### src/sv/pf2rgb_pkg.sv
// Shared types, constants and the 10-to-8-bit channel conversion for the
// pixel format converter. No dependencies.
`timescale 1ns / 1ps
`default_nettype none

package pf2rgb_pkg;

  // source pixel layouts, as written to the layout register
  typedef enum logic [1:0] {
    LAYOUT_BGRA8 = 2'd0,
    LAYOUT_RGBA8 = 2'd1,
    LAYOUT_A2B10 = 2'd2,
    LAYOUT_A2R10 = 2'd3
  } layout_t;

  // register index, taken from cfg_paddr[3:2]
  typedef enum logic [1:0] {
    REG_LAYOUT = 2'd0,
    REG_WIDTH  = 2'd1,
    REG_HEIGHT = 2'd2
  } reg_idx_t;

  localparam int DIM_REG_W = 13;   // width/height register bits
  localparam int OFF_W     = 26;   // destination byte offset bits
  localparam int QDEPTH    = 4;    // front-to-back queue depth, power of two
  localparam int QPTR_W    = 2;
  localparam int QCNT_W    = 3;

  // channels as classified by the front end; 8-bit layouts sit in c[7:0]
  typedef struct packed {
    logic       is10;
    logic [9:0] blue;
    logic [9:0] green;
    logic [9:0] red;
  } pix_t;

  typedef struct packed {
    logic              full;
    logic              empty;
    logic [QCNT_W-1:0] count;
  } q_status_t;

  // (v*255+511)/1023; x/1023 == (x + (x>>10) + 1) >> 10 for x < 1023*1024
  function automatic logic [7:0] ten_to_eight(input logic [9:0] v);
    logic [17:0] x;
    logic [17:0] s;
    x = {v, 8'b0} - {8'b0, v} + 18'd511;
    s = x + {10'b0, x[17:10]} + 18'd1;
    return s[17:10];
  endfunction

endpackage

`default_nettype wire

### src/sv/pf2rgb_front.sv
// Front end: accepts source pixel words, decodes the channel layout and
// tracks column/row for the flipped destination. Uses pf2rgb_pkg.
`timescale 1ns / 1ps
`default_nettype none

module pf2rgb_front #(
  parameter int CNTW = 12
) (
  input  wire logic                 clk,
  input  wire logic                 rst_n,
  input  wire logic                 in_valid,
  output logic                      in_ready,
  input  wire logic [31:0]          in_data,
  input  wire pf2rgb_pkg::layout_t  layout,
  input  wire logic [CNTW-1:0]      wm1,
  input  wire logic [CNTW-1:0]      hm1,
  input  wire pf2rgb_pkg::q_status_t q_st,
  output logic                      push,
  output pf2rgb_pkg::pix_t          push_pix,
  output logic [CNTW-1:0]           push_inv_row,
  output logic [CNTW-1:0]           push_col,
  output logic                      push_last
);

  logic [CNTW-1:0] col_cnt_r, col_cnt_nxt;
  logic [CNTW-1:0] row_cnt_r, row_cnt_nxt;
  logic            row_end;
  logic            frame_end;
  logic [CNTW-1:0] row_clamp;

  assign in_ready = !q_st.full;
  assign push     = in_valid && !q_st.full;

  // a counter past the last column/row (dims shrunk mid-frame) is clamped
  assign row_end   = (col_cnt_r >= wm1);
  assign frame_end = row_end && (row_cnt_r >= hm1);
  assign row_clamp = (row_cnt_r < hm1) ? row_cnt_r : hm1;

  assign push_col     = (col_cnt_r < wm1) ? col_cnt_r : wm1;
  assign push_inv_row = hm1 - row_clamp;
  assign push_last    = frame_end;

  always_comb begin
    push_pix = '0;
    case (layout)
      pf2rgb_pkg::LAYOUT_BGRA8: begin
        push_pix.red   = {2'b0, in_data[23:16]};
        push_pix.green = {2'b0, in_data[15:8]};
        push_pix.blue  = {2'b0, in_data[7:0]};
      end
      pf2rgb_pkg::LAYOUT_RGBA8: begin
        push_pix.red   = {2'b0, in_data[7:0]};
        push_pix.green = {2'b0, in_data[15:8]};
        push_pix.blue  = {2'b0, in_data[23:16]};
      end
      pf2rgb_pkg::LAYOUT_A2B10: begin
        push_pix.is10  = 1'b1;
        push_pix.red   = in_data[9:0];
        push_pix.green = in_data[19:10];
        push_pix.blue  = in_data[29:20];
      end
      pf2rgb_pkg::LAYOUT_A2R10: begin
        push_pix.is10  = 1'b1;
        push_pix.red   = in_data[29:20];
        push_pix.green = in_data[19:10];
        push_pix.blue  = in_data[9:0];
      end
      default: begin
        push_pix = '0;
      end
    endcase
  end

  always_comb begin
    col_cnt_nxt = col_cnt_r;
    row_cnt_nxt = row_cnt_r;
    if (push) begin
      if (row_end) begin
        col_cnt_nxt = '0;
        row_cnt_nxt = frame_end ? '0 : row_cnt_r + 1'b1;
      end else begin
        col_cnt_nxt = col_cnt_r + 1'b1;
      end
    end
  end

  always_ff @(posedge clk) begin
    if (!rst_n) begin
      col_cnt_r <= '0;
      row_cnt_r <= '0;
    end else begin
      col_cnt_r <= col_cnt_nxt;
      row_cnt_r <= row_cnt_nxt;
    end
  end

endmodule

`default_nettype wire

### src/sv/pf2rgb_fifo.sv
// Short register queue between front and back ends.
// Uses pf2rgb_pkg for depth and status type.
`timescale 1ns / 1ps
`default_nettype none

module pf2rgb_fifo #(
  parameter int W = 8
) (
  input  wire logic                   clk,
  input  wire logic                   rst_n,
  input  wire logic                   push,
  input  wire logic [W-1:0]           wdata,
  input  wire logic                   pop,
  output logic [W-1:0]                rdata,
  output pf2rgb_pkg::q_status_t       status
);

  logic [W-1:0] mem_r [pf2rgb_pkg::QDEPTH];
  logic [pf2rgb_pkg::QPTR_W-1:0] wptr_r, wptr_nxt;
  logic [pf2rgb_pkg::QPTR_W-1:0] rptr_r, rptr_nxt;
  logic [pf2rgb_pkg::QCNT_W-1:0] count_r, count_nxt;

  assign rdata        = mem_r[rptr_r];
  assign status.count = count_r;
  assign status.empty = (count_r == '0);
  assign status.full  = (count_r == pf2rgb_pkg::QCNT_W'(pf2rgb_pkg::QDEPTH));

  always_comb begin
    wptr_nxt  = push ? wptr_r + 1'b1 : wptr_r;
    rptr_nxt  = pop  ? rptr_r + 1'b1 : rptr_r;
    count_nxt = count_r;
    if (push && !pop) begin
      count_nxt = count_r + 1'b1;
    end else if (pop && !push) begin
      count_nxt = count_r - 1'b1;
    end
  end

  always_ff @(posedge clk) begin
    if (!rst_n) begin
      wptr_r  <= '0;
      rptr_r  <= '0;
      count_r <= '0;
    end else begin
      wptr_r  <= wptr_nxt;
      rptr_r  <= rptr_nxt;
      count_r <= count_nxt;
    end
  end

  always_ff @(posedge clk) begin
    if (push) begin
      mem_r[wptr_r] <= wdata;
    end
  end

endmodule

`default_nettype wire

### src/sv/pf2rgb_back.sv
// Back end: offset multiply stage, then channel conversion, offset finish
// and the output register. Uses pf2rgb_pkg.
`timescale 1ns / 1ps
`default_nettype none

module pf2rgb_back #(
  parameter int CNTW = 12,
  parameter int DW   = 13
) (
  input  wire logic                     clk,
  input  wire logic                     rst_n,
  input  wire pf2rgb_pkg::q_status_t    q_st,
  input  wire pf2rgb_pkg::pix_t         q_pix,
  input  wire logic [CNTW-1:0]          q_inv_row,
  input  wire logic [CNTW-1:0]          q_col,
  input  wire logic                     q_last,
  output logic                          pop,
  input  wire logic [DW-1:0]            w,
  output logic                          out_valid,
  input  wire logic                     out_ready,
  output logic [7:0]                    red,
  output logic [7:0]                    green,
  output logic [7:0]                    blue,
  output logic [pf2rgb_pkg::OFF_W-1:0]  offset,
  output logic                          last
);

  localparam int PW = CNTW + DW;
  localparam int SW = (PW + 3 > pf2rgb_pkg::OFF_W) ? PW + 3 : pf2rgb_pkg::OFF_W;

  logic                  adv;
  logic                  s1_valid_r, s1_valid_nxt;
  logic [PW-1:0]         prod_r;
  logic [CNTW-1:0]       col_r;
  pf2rgb_pkg::pix_t      pix_r;
  logic                  last_s1_r;

  logic                  out_valid_r, out_valid_nxt;
  logic [7:0]            red_r, green_r, blue_r;
  logic [7:0]            red_nxt, green_nxt, blue_nxt;
  logic [pf2rgb_pkg::OFF_W-1:0] off_r, off_nxt;
  logic                  last_r;
  logic [SW-1:0]         sum;
  logic [SW-1:0]         sum3;

  // whole back end moves together; stalls only when the output word waits
  assign adv = !out_valid_r || out_ready;
  assign pop = adv && !q_st.empty;

  assign s1_valid_nxt  = adv ? !q_st.empty : s1_valid_r;
  assign out_valid_nxt = adv ? s1_valid_r : out_valid_r;

  always_ff @(posedge clk) begin
    if (!rst_n) begin
      s1_valid_r  <= 1'b0;
      out_valid_r <= 1'b0;
    end else begin
      s1_valid_r  <= s1_valid_nxt;
      out_valid_r <= out_valid_nxt;
    end
  end

  // stage 1: row-from-bottom times width
  always_ff @(posedge clk) begin
    if (adv) begin
      prod_r    <= PW'(q_inv_row) * PW'(w);
      col_r     <= q_col;
      pix_r     <= q_pix;
      last_s1_r <= q_last;
    end
  end

  // stage 2: add column, times 3, convert channels
  always_comb begin
    sum      = SW'(prod_r) + SW'(col_r);
    sum3     = (sum << 1) + sum;
    off_nxt  = sum3[pf2rgb_pkg::OFF_W-1:0];
    red_nxt   = pix_r.is10 ? pf2rgb_pkg::ten_to_eight(pix_r.red)   : pix_r.red[7:0];
    green_nxt = pix_r.is10 ? pf2rgb_pkg::ten_to_eight(pix_r.green) : pix_r.green[7:0];
    blue_nxt  = pix_r.is10 ? pf2rgb_pkg::ten_to_eight(pix_r.blue)  : pix_r.blue[7:0];
  end

  always_ff @(posedge clk) begin
    if (adv) begin
      red_r   <= red_nxt;
      green_r <= green_nxt;
      blue_r  <= blue_nxt;
      off_r   <= off_nxt;
      last_r  <= last_s1_r;
    end
  end

  assign out_valid = out_valid_r;
  assign red       = red_r;
  assign green     = green_r;
  assign blue      = blue_r;
  assign offset    = off_r;
  assign last      = last_r;

endmodule

`default_nettype wire

### src/sv/pixel_format_to_rgb888_flip_top.sv
// Top level of the pixel format converter with vertical flip: config
// registers, front end, queue and back end. Uses pf2rgb_pkg, pf2rgb_front,
// pf2rgb_fifo and pf2rgb_back.
//
//  channel | ports   | word
//  --------+---------+--------------------------------------------------
//  input   | in_     | 32-bit source pixel, byte 0 in bits 7:0
//  output  | out_    | red, green, blue, dst byte offset; tlast = last pixel
//  config  | cfg_    | APB; 0x0 layout, 0x4 width, 0x8 height
//
// One pixel per clock sustained while out_tready holds; each result passes
// through the queue, then the multiply stage, then the output register.
// A 4-word queue lets the input keep going while the output is stalled;
// in_tready drops only when it is full.
// Reset (synchronous) clears counters and queue; layout BGRA8, 1x1 image.
`timescale 1ns / 1ps
`default_nettype none

module pixel_format_to_rgb888_flip_top #(
  parameter int MAX_DIM = 4096
) (
  input  wire logic        clk,
  input  wire logic        rst_n,
  input  wire logic        in_tvalid,
  output logic             in_tready,
  input  wire logic [31:0] in_tdata,    // [31:0] pixel_word
  output logic             out_tvalid,
  input  wire logic        out_tready,
  output logic [55:0]      out_tdata,   // [7:0] red, [15:8] green, [23:16] blue,
                                        // [49:24] dst_byte_offset, rest zero
  output logic             out_tlast,
  input  wire logic        cfg_psel,
  input  wire logic        cfg_penable,
  input  wire logic        cfg_pwrite,
  input  wire logic [3:0]  cfg_paddr,
  input  wire logic [31:0] cfg_pwdata,
  output logic [31:0]      cfg_prdata,
  output logic             cfg_pready
);

  localparam int CNTW = $clog2(MAX_DIM);
  localparam int DW   = $clog2(MAX_DIM + 1);
  localparam int RW   = pf2rgb_pkg::DIM_REG_W;
  localparam int CW   = (DW > RW) ? DW : RW;
  localparam int QW   = $bits(pf2rgb_pkg::pix_t) + 2 * CNTW + 1;

  // ---------------- configuration registers ----------------
  pf2rgb_pkg::layout_t layout_r, layout_nxt;
  logic [RW-1:0]       width_r, width_nxt;
  logic [RW-1:0]       height_r, height_nxt;
  logic                cfg_wr;
  pf2rgb_pkg::reg_idx_t cfg_idx;

  assign cfg_pready = 1'b1;
  assign cfg_wr     = cfg_psel && cfg_penable && cfg_pwrite && cfg_pready;
  assign cfg_idx    = pf2rgb_pkg::reg_idx_t'(cfg_paddr[3:2]);

  always_comb begin
    layout_nxt = layout_r;
    width_nxt  = width_r;
    height_nxt = height_r;
    if (cfg_wr) begin
      case (cfg_idx)
        pf2rgb_pkg::REG_LAYOUT: layout_nxt = pf2rgb_pkg::layout_t'(cfg_pwdata[1:0]);
        pf2rgb_pkg::REG_WIDTH:  width_nxt  = cfg_pwdata[RW-1:0];
        pf2rgb_pkg::REG_HEIGHT: height_nxt = cfg_pwdata[RW-1:0];
        default: begin
        end
      endcase
    end
  end

  always_ff @(posedge clk) begin
    if (!rst_n) begin
      layout_r <= pf2rgb_pkg::LAYOUT_BGRA8;
      width_r  <= RW'(1);
      height_r <= RW'(1);
    end else begin
      layout_r <= layout_nxt;
      width_r  <= width_nxt;
      height_r <= height_nxt;
    end
  end

  always_comb begin
    case (cfg_idx)
      pf2rgb_pkg::REG_LAYOUT: cfg_prdata = {30'b0, layout_r};
      pf2rgb_pkg::REG_WIDTH:  cfg_prdata = {{(32 - RW){1'b0}}, width_r};
      pf2rgb_pkg::REG_HEIGHT: cfg_prdata = {{(32 - RW){1'b0}}, height_r};
      default:                cfg_prdata = '0;
    endcase
  end

  // dims: zero is taken as 1, anything above MAX_DIM as MAX_DIM
  logic [CW-1:0]   w_ext, h_ext, w_dim, h_dim;
  logic [DW-1:0]   w;
  logic [CNTW-1:0] wm1, hm1;

  always_comb begin
    w_ext = CW'(width_r);
    h_ext = CW'(height_r);
    if (w_ext == '0) begin
      w_dim = CW'(1);
    end else if (w_ext > CW'(MAX_DIM)) begin
      w_dim = CW'(MAX_DIM);
    end else begin
      w_dim = w_ext;
    end
    if (h_ext == '0) begin
      h_dim = CW'(1);
    end else if (h_ext > CW'(MAX_DIM)) begin
      h_dim = CW'(MAX_DIM);
    end else begin
      h_dim = h_ext;
    end
  end

  logic [CW-1:0] w_dim_m1, h_dim_m1;
  assign w_dim_m1 = w_dim - CW'(1);
  assign h_dim_m1 = h_dim - CW'(1);
  assign w        = w_dim[DW-1:0];
  assign wm1      = w_dim_m1[CNTW-1:0];
  assign hm1      = h_dim_m1[CNTW-1:0];

  // ---------------- datapath ----------------
  pf2rgb_pkg::q_status_t q_st;
  logic                  q_push, q_pop;
  pf2rgb_pkg::pix_t      push_pix, q_pix;
  logic [CNTW-1:0]       push_inv_row, push_col, q_inv_row, q_col;
  logic                  push_last, q_last;
  logic [QW-1:0]         q_wdata, q_rdata;

  pf2rgb_front #(.CNTW(CNTW)) u_front (
    .clk          (clk),
    .rst_n        (rst_n),
    .in_valid     (in_tvalid),
    .in_ready     (in_tready),
    .in_data      (in_tdata),
    .layout       (layout_r),
    .wm1          (wm1),
    .hm1          (hm1),
    .q_st         (q_st),
    .push         (q_push),
    .push_pix     (push_pix),
    .push_inv_row (push_inv_row),
    .push_col     (push_col),
    .push_last    (push_last)
  );

  assign q_wdata = {push_last, push_col, push_inv_row, push_pix};

  pf2rgb_fifo #(.W(QW)) u_fifo (
    .clk    (clk),
    .rst_n  (rst_n),
    .push   (q_push),
    .wdata  (q_wdata),
    .pop    (q_pop),
    .rdata  (q_rdata),
    .status (q_st)
  );

  assign {q_last, q_col, q_inv_row, q_pix} = q_rdata;

  logic [7:0]                   red, green, blue;
  logic [pf2rgb_pkg::OFF_W-1:0] offset;

  pf2rgb_back #(.CNTW(CNTW), .DW(DW)) u_back (
    .clk       (clk),
    .rst_n     (rst_n),
    .q_st      (q_st),
    .q_pix     (q_pix),
    .q_inv_row (q_inv_row),
    .q_col     (q_col),
    .q_last    (q_last),
    .pop       (q_pop),
    .w         (w),
    .out_valid (out_tvalid),
    .out_ready (out_tready),
    .red       (red),
    .green     (green),
    .blue      (blue),
    .offset    (offset),
    .last      (out_tlast)
  );

  assign out_tdata = {{(56 - 24 - pf2rgb_pkg::OFF_W){1'b0}}, offset, blue, green, red};

  // ---------------- assertions ----------------
  a_queue_count_up: assert property (@(posedge clk) disable iff (!rst_n)
    (q_push && !q_pop) |=> (q_st.count == $past(q_st.count) + 1'b1))
    else $error("queue count did not advance on push");

  a_no_pop_on_stall: assert property (@(posedge clk) disable iff (!rst_n)
    (out_tvalid && !out_tready) |-> !q_pop)
    else $error("queue popped while output word stalled");

  a_no_pop_empty: assert property (@(posedge clk) disable iff (!rst_n)
    q_pop |-> !q_st.empty)
    else $error("pop from empty queue");

endmodule

`default_nettype wire
### config.mk
export PLATFORM = sky130hd
export DESIGN_NAME = pixel_format_to_rgb888_flip_top
export DESIGN_NICKNAME = d
export VERILOG_FILES = /design/src/sv/pf2rgb_pkg.sv /design/src/sv/pf2rgb_front.sv /design/src/sv/pf2rgb_fifo.sv /design/src/sv/pf2rgb_back.sv /design/src/sv/pixel_format_to_rgb888_flip_top.sv
export SDC_FILE = /design/constraint.sdc
export NUM_CORES = 1
export LEC_CHECK = 0
export BUFFER_PORTS_ARGS = -buffer_cell sky130_fd_sc_hd__buf_4
export CORE_MARGIN = 3
export CORE_UTILIZATION = 38
export CTS_BUF_LIST = sky130_fd_sc_hd__clkbuf_8
export CTS_CLUSTER_DIAMETER = 120
export CTS_CLUSTER_SIZE = 24
export DETAILED_ROUTE_END_ITERATION = 10
export PLACE_DENSITY_LB_ADDON = 0.3
export SYNTH_ARGS = -nofsm -noshare
export SYNTH_HDL_FRONTEND = slang
export SYNTH_SLANG_ARGS = --single-unit
### constraint.sdc
create_clock -name clk -period 7.5 [get_ports clk]
set_input_delay 1.5 -clock clk [delete_from_list [all_inputs] [get_ports clk]]
set_output_delay 1.5 -clock clk [all_outputs]
set_load 0.02 [all_outputs]
==> impl_metrics.tcl <==
set metrics [dict create \
    powerDensity_nw_per_um2 396 \
    worstSetupEndpointType "register" \
    cap_violations 0 \
    die_w_um 268 \
    cts_max_level 1 \
    cp.required_ps 7860 \
    outcome "completed" \
    worstPathMaxFanout 9 \
    ant_nets 0 \
    hold_violations 0 \
    filler_cell_count 6384 \
    gp_congestion 0.840 \
    critPathSlowestCell "or4_1" \
    maxSlewHeadroom 0.251 \
    cts.sinks 407 \
    fin_ws_ps 694 \
    critPathBufInv 1 \
    ys.flop_type "edfxtp_1" \
    first_pass_iters 5 \
    ys_seq_elements 407 \
    use_met3 0.0157 \
    ys_seq_area_frac 0.445 \
    synth_area_leaders "edfxtp_1, ha_1, fa_1" \
    io_pins 167 \
    netlist.area_leader.share 0.397 \
    avgSynthCellArea_sq_um 11.3 \
    final.setup_skew_ps 53.0 \
    grt_pass1_wl_um 90300 \
    yosysTopAreaCell "edfxtp_1" \
    cts_tree "yes" \
    nNetsFinal 2772 \
    start_kind "register" \
    regArea_sq_um 11600 \
    fin_crit_sh 0.908 \
    core_sq_um 67500 \
    initial_core_util 0.386 \
    cpPeakStageDelay_ps 520 \
    hold-worst-slack_ps 440 \
    yosys_warnings 0 \
    wire_per_inst_um 17.0 \
    drc 0 \
    antenna_found_initial 1 \
    r2r_slack_ps 690 \
    syn_to_final_growth_pct 8.38 \
    gr-total-overflow 0 \
    path_delay_family "compound AO/OA/AOI/OAI gates" \
    fin_tns_setup_ps 0 \
    finalSetupViolations 0 \
    netlist_area_sq_um 26000 \
    r2r_cells 26 \
    cts_hold_buf 0 \
    avgViaCountPerCell 5.08 \
    cp.arrival_ps 7170 \
    grt.met1_usage 0.209 \
    track_usage 0.156 \
    rsz0062_at_grt "false" \
    clock_latency_ps 640 \
    numCtsBuffers 22 \
    hold_path.class "reg2reg" \
    yosysMostFrequentCell "edfxtp_1" \
    met2_usage 0.274 \
    dp_hpwl_um 41000 \
    busiest_layer "met2" \
    worst_pin_slew_ps 1120 \
    slew_violations 0 \
    synth_edf_count 344 \
    grt_max_degree 76 \
    dp_worst_setup_slack_ps 740 \
    total_leakage_power_uw 0.0116 \
    holdPathStages 0 \
    cts_max_path_buffers 3 \
    place.port_buffers 117 \
    first_iter_violations 877 \
    multi_input_area_sq_um 13100 \
    synthArstFlopShare 0 \
    syn_inst 2301 \
    die-area_sq_um 71700 \
    die_y_um 268 \
    rows 95 \
    yosys-top-cells-count "edfxtp_1, inv_1, nand2_1, ha_1, nor2_1" \
    post-route-min-period_ps 6810 \
    cts_resized 0 \
    critical_path_class "reg2reg" \
    cts_root_buffer "clkbuf_8" \
    synth_cell_types 67 \
    grt_pass1_vias 17033 \
    drive_gt1_frac 0.102 \
    placed_area_sq_um 27800 \
    drt-total-wl_um 55500 \
    vdd_drop_max_v 0.000321 \
    cp.depth 26 \
    vias 16649 \
    post_cts_buffers 0 \
    path_clk_slew_ps 150 \
    max_freq_ghz 0.147 \
    final_area_sq_um 28200 \
]
[worst register-to-register path: stages (launching register included)]
cell	delay, ps
dfxtp_1	420
nor4_4	340
nand2b_1	170
or4_1	520
or2_4	270
a21o_2	250
ha_1	320
and2_1	230
a311oi_2	420
inv_1	90
ha_1	310
a21o_1	170
a21oi_1	170
o211ai_1	210
nor2_1	140
a21oi_1	50
ha_1	230
fa_1	420
nor2b_1	130
o21ai_0	100
a21boi_0	230
o21ai_0	130
a21boi_0	240
o21ai_0	150
a21boi_0	350
nor4_1	80
a311o_1	390
[power by group]
part | internal, uW | switching [uW]
Sequential | 3330 | 247
Combinational | 2840 | 3720
Clock | 316 | 714
[area by class of cell]
type | count | share of cell area
Clock inverter | 18 | 0.00483
Tap cell | 873 | 0.0387
Clock buffer | 22 | 0.0107
Inverter | 252 | 0.0336
Timing Repair Buffer | 134 | 0.0356
Sequential cell | 407 | 0.411
Antenna cell | 1 | 0.0000887
Multi-Input combinational cell | 1569 | 0.465
[path summary, 6_finish.rpt]
check                        endpoint              from
setup reg to reg  u_fifo.mem_r[1][41]          h_ext[2]
setup / recovery  u_fifo.mem_r[1][41]          h_ext[2]
hold / removal            u_back.last  u_back.last_s1_r
hold reg to reg           u_back.last  u_back.last_s1_r
[layout by cell type, fill, tap and decap left out, types with 59 or more instances in the layout]
master and n:
inv_1 262, a21oi_1 93, ha_1 194, buf_4 134, o21ai_0 71, nand2_1 226, fa_1 117, edfxtp_1 344
dfxtp_1 59, xnor2_1 97, nor2_1 152
[kinds of logic (layout without fill, tap and decap cells)]
family                   Yosys count  count (layout)  synth area share
adder cells (fa/ha/maj)          311             311             0.183
AND/OR/NAND/NOR                  619             619             0.112
AO/OA/AOI/OAI                    365             365            0.0912
buffers and inverters            349             426            0.0547
other                              2              27          0.000288
XOR/XNOR                         148             148            0.0498
flip-flops                       407             407             0.445
multiplexers                     100             100            0.0636
[layer usage]
metal / wire length [um] / vias to the layer above
met5: 0 / -
met4: 1240 / 0
met3: 2090 / 63
met2: 27200 / 279
met1: 25000 / 8174
li1: - / 8133
[flip-flops by register name (all words and copies together), names as in the netlist, 2 cells and up, named ones only]
register,count
h_ext,13
layout_r,2
u_back.blue,8
u_back.col_r,12
u_back.green,8
u_back.offset,26
u_back.pix_r,31
u_back.prod_r,25
u_back.red,8
u_fifo.count_r,3
u_fifo.mem_r,224
u_fifo.rptr_r,2
u_fifo.wptr_r,2
u_front.col_cnt_r,12
u_front.row_cnt_r,12
w_ext,13
[through the flow]
| stage | cells | total power [uW] | util |
|---|---|---|---|
| 2_1_floorplan | 2325 | 8680 | - |
| 3_3_place_gp | 3235 | 10100 | 0.411 |
| 3_5_place_dp | 3235 | 10200 | 0.411 |
| 4_1_cts | 3275 | 11300 | 0.418 |
| 5_1_grt | 3276 | 12200 | 0.418 |
| 6_report | 3276 | 11200 | 0.418 |
No activity file was read; power rests on OpenSTA's default activity.
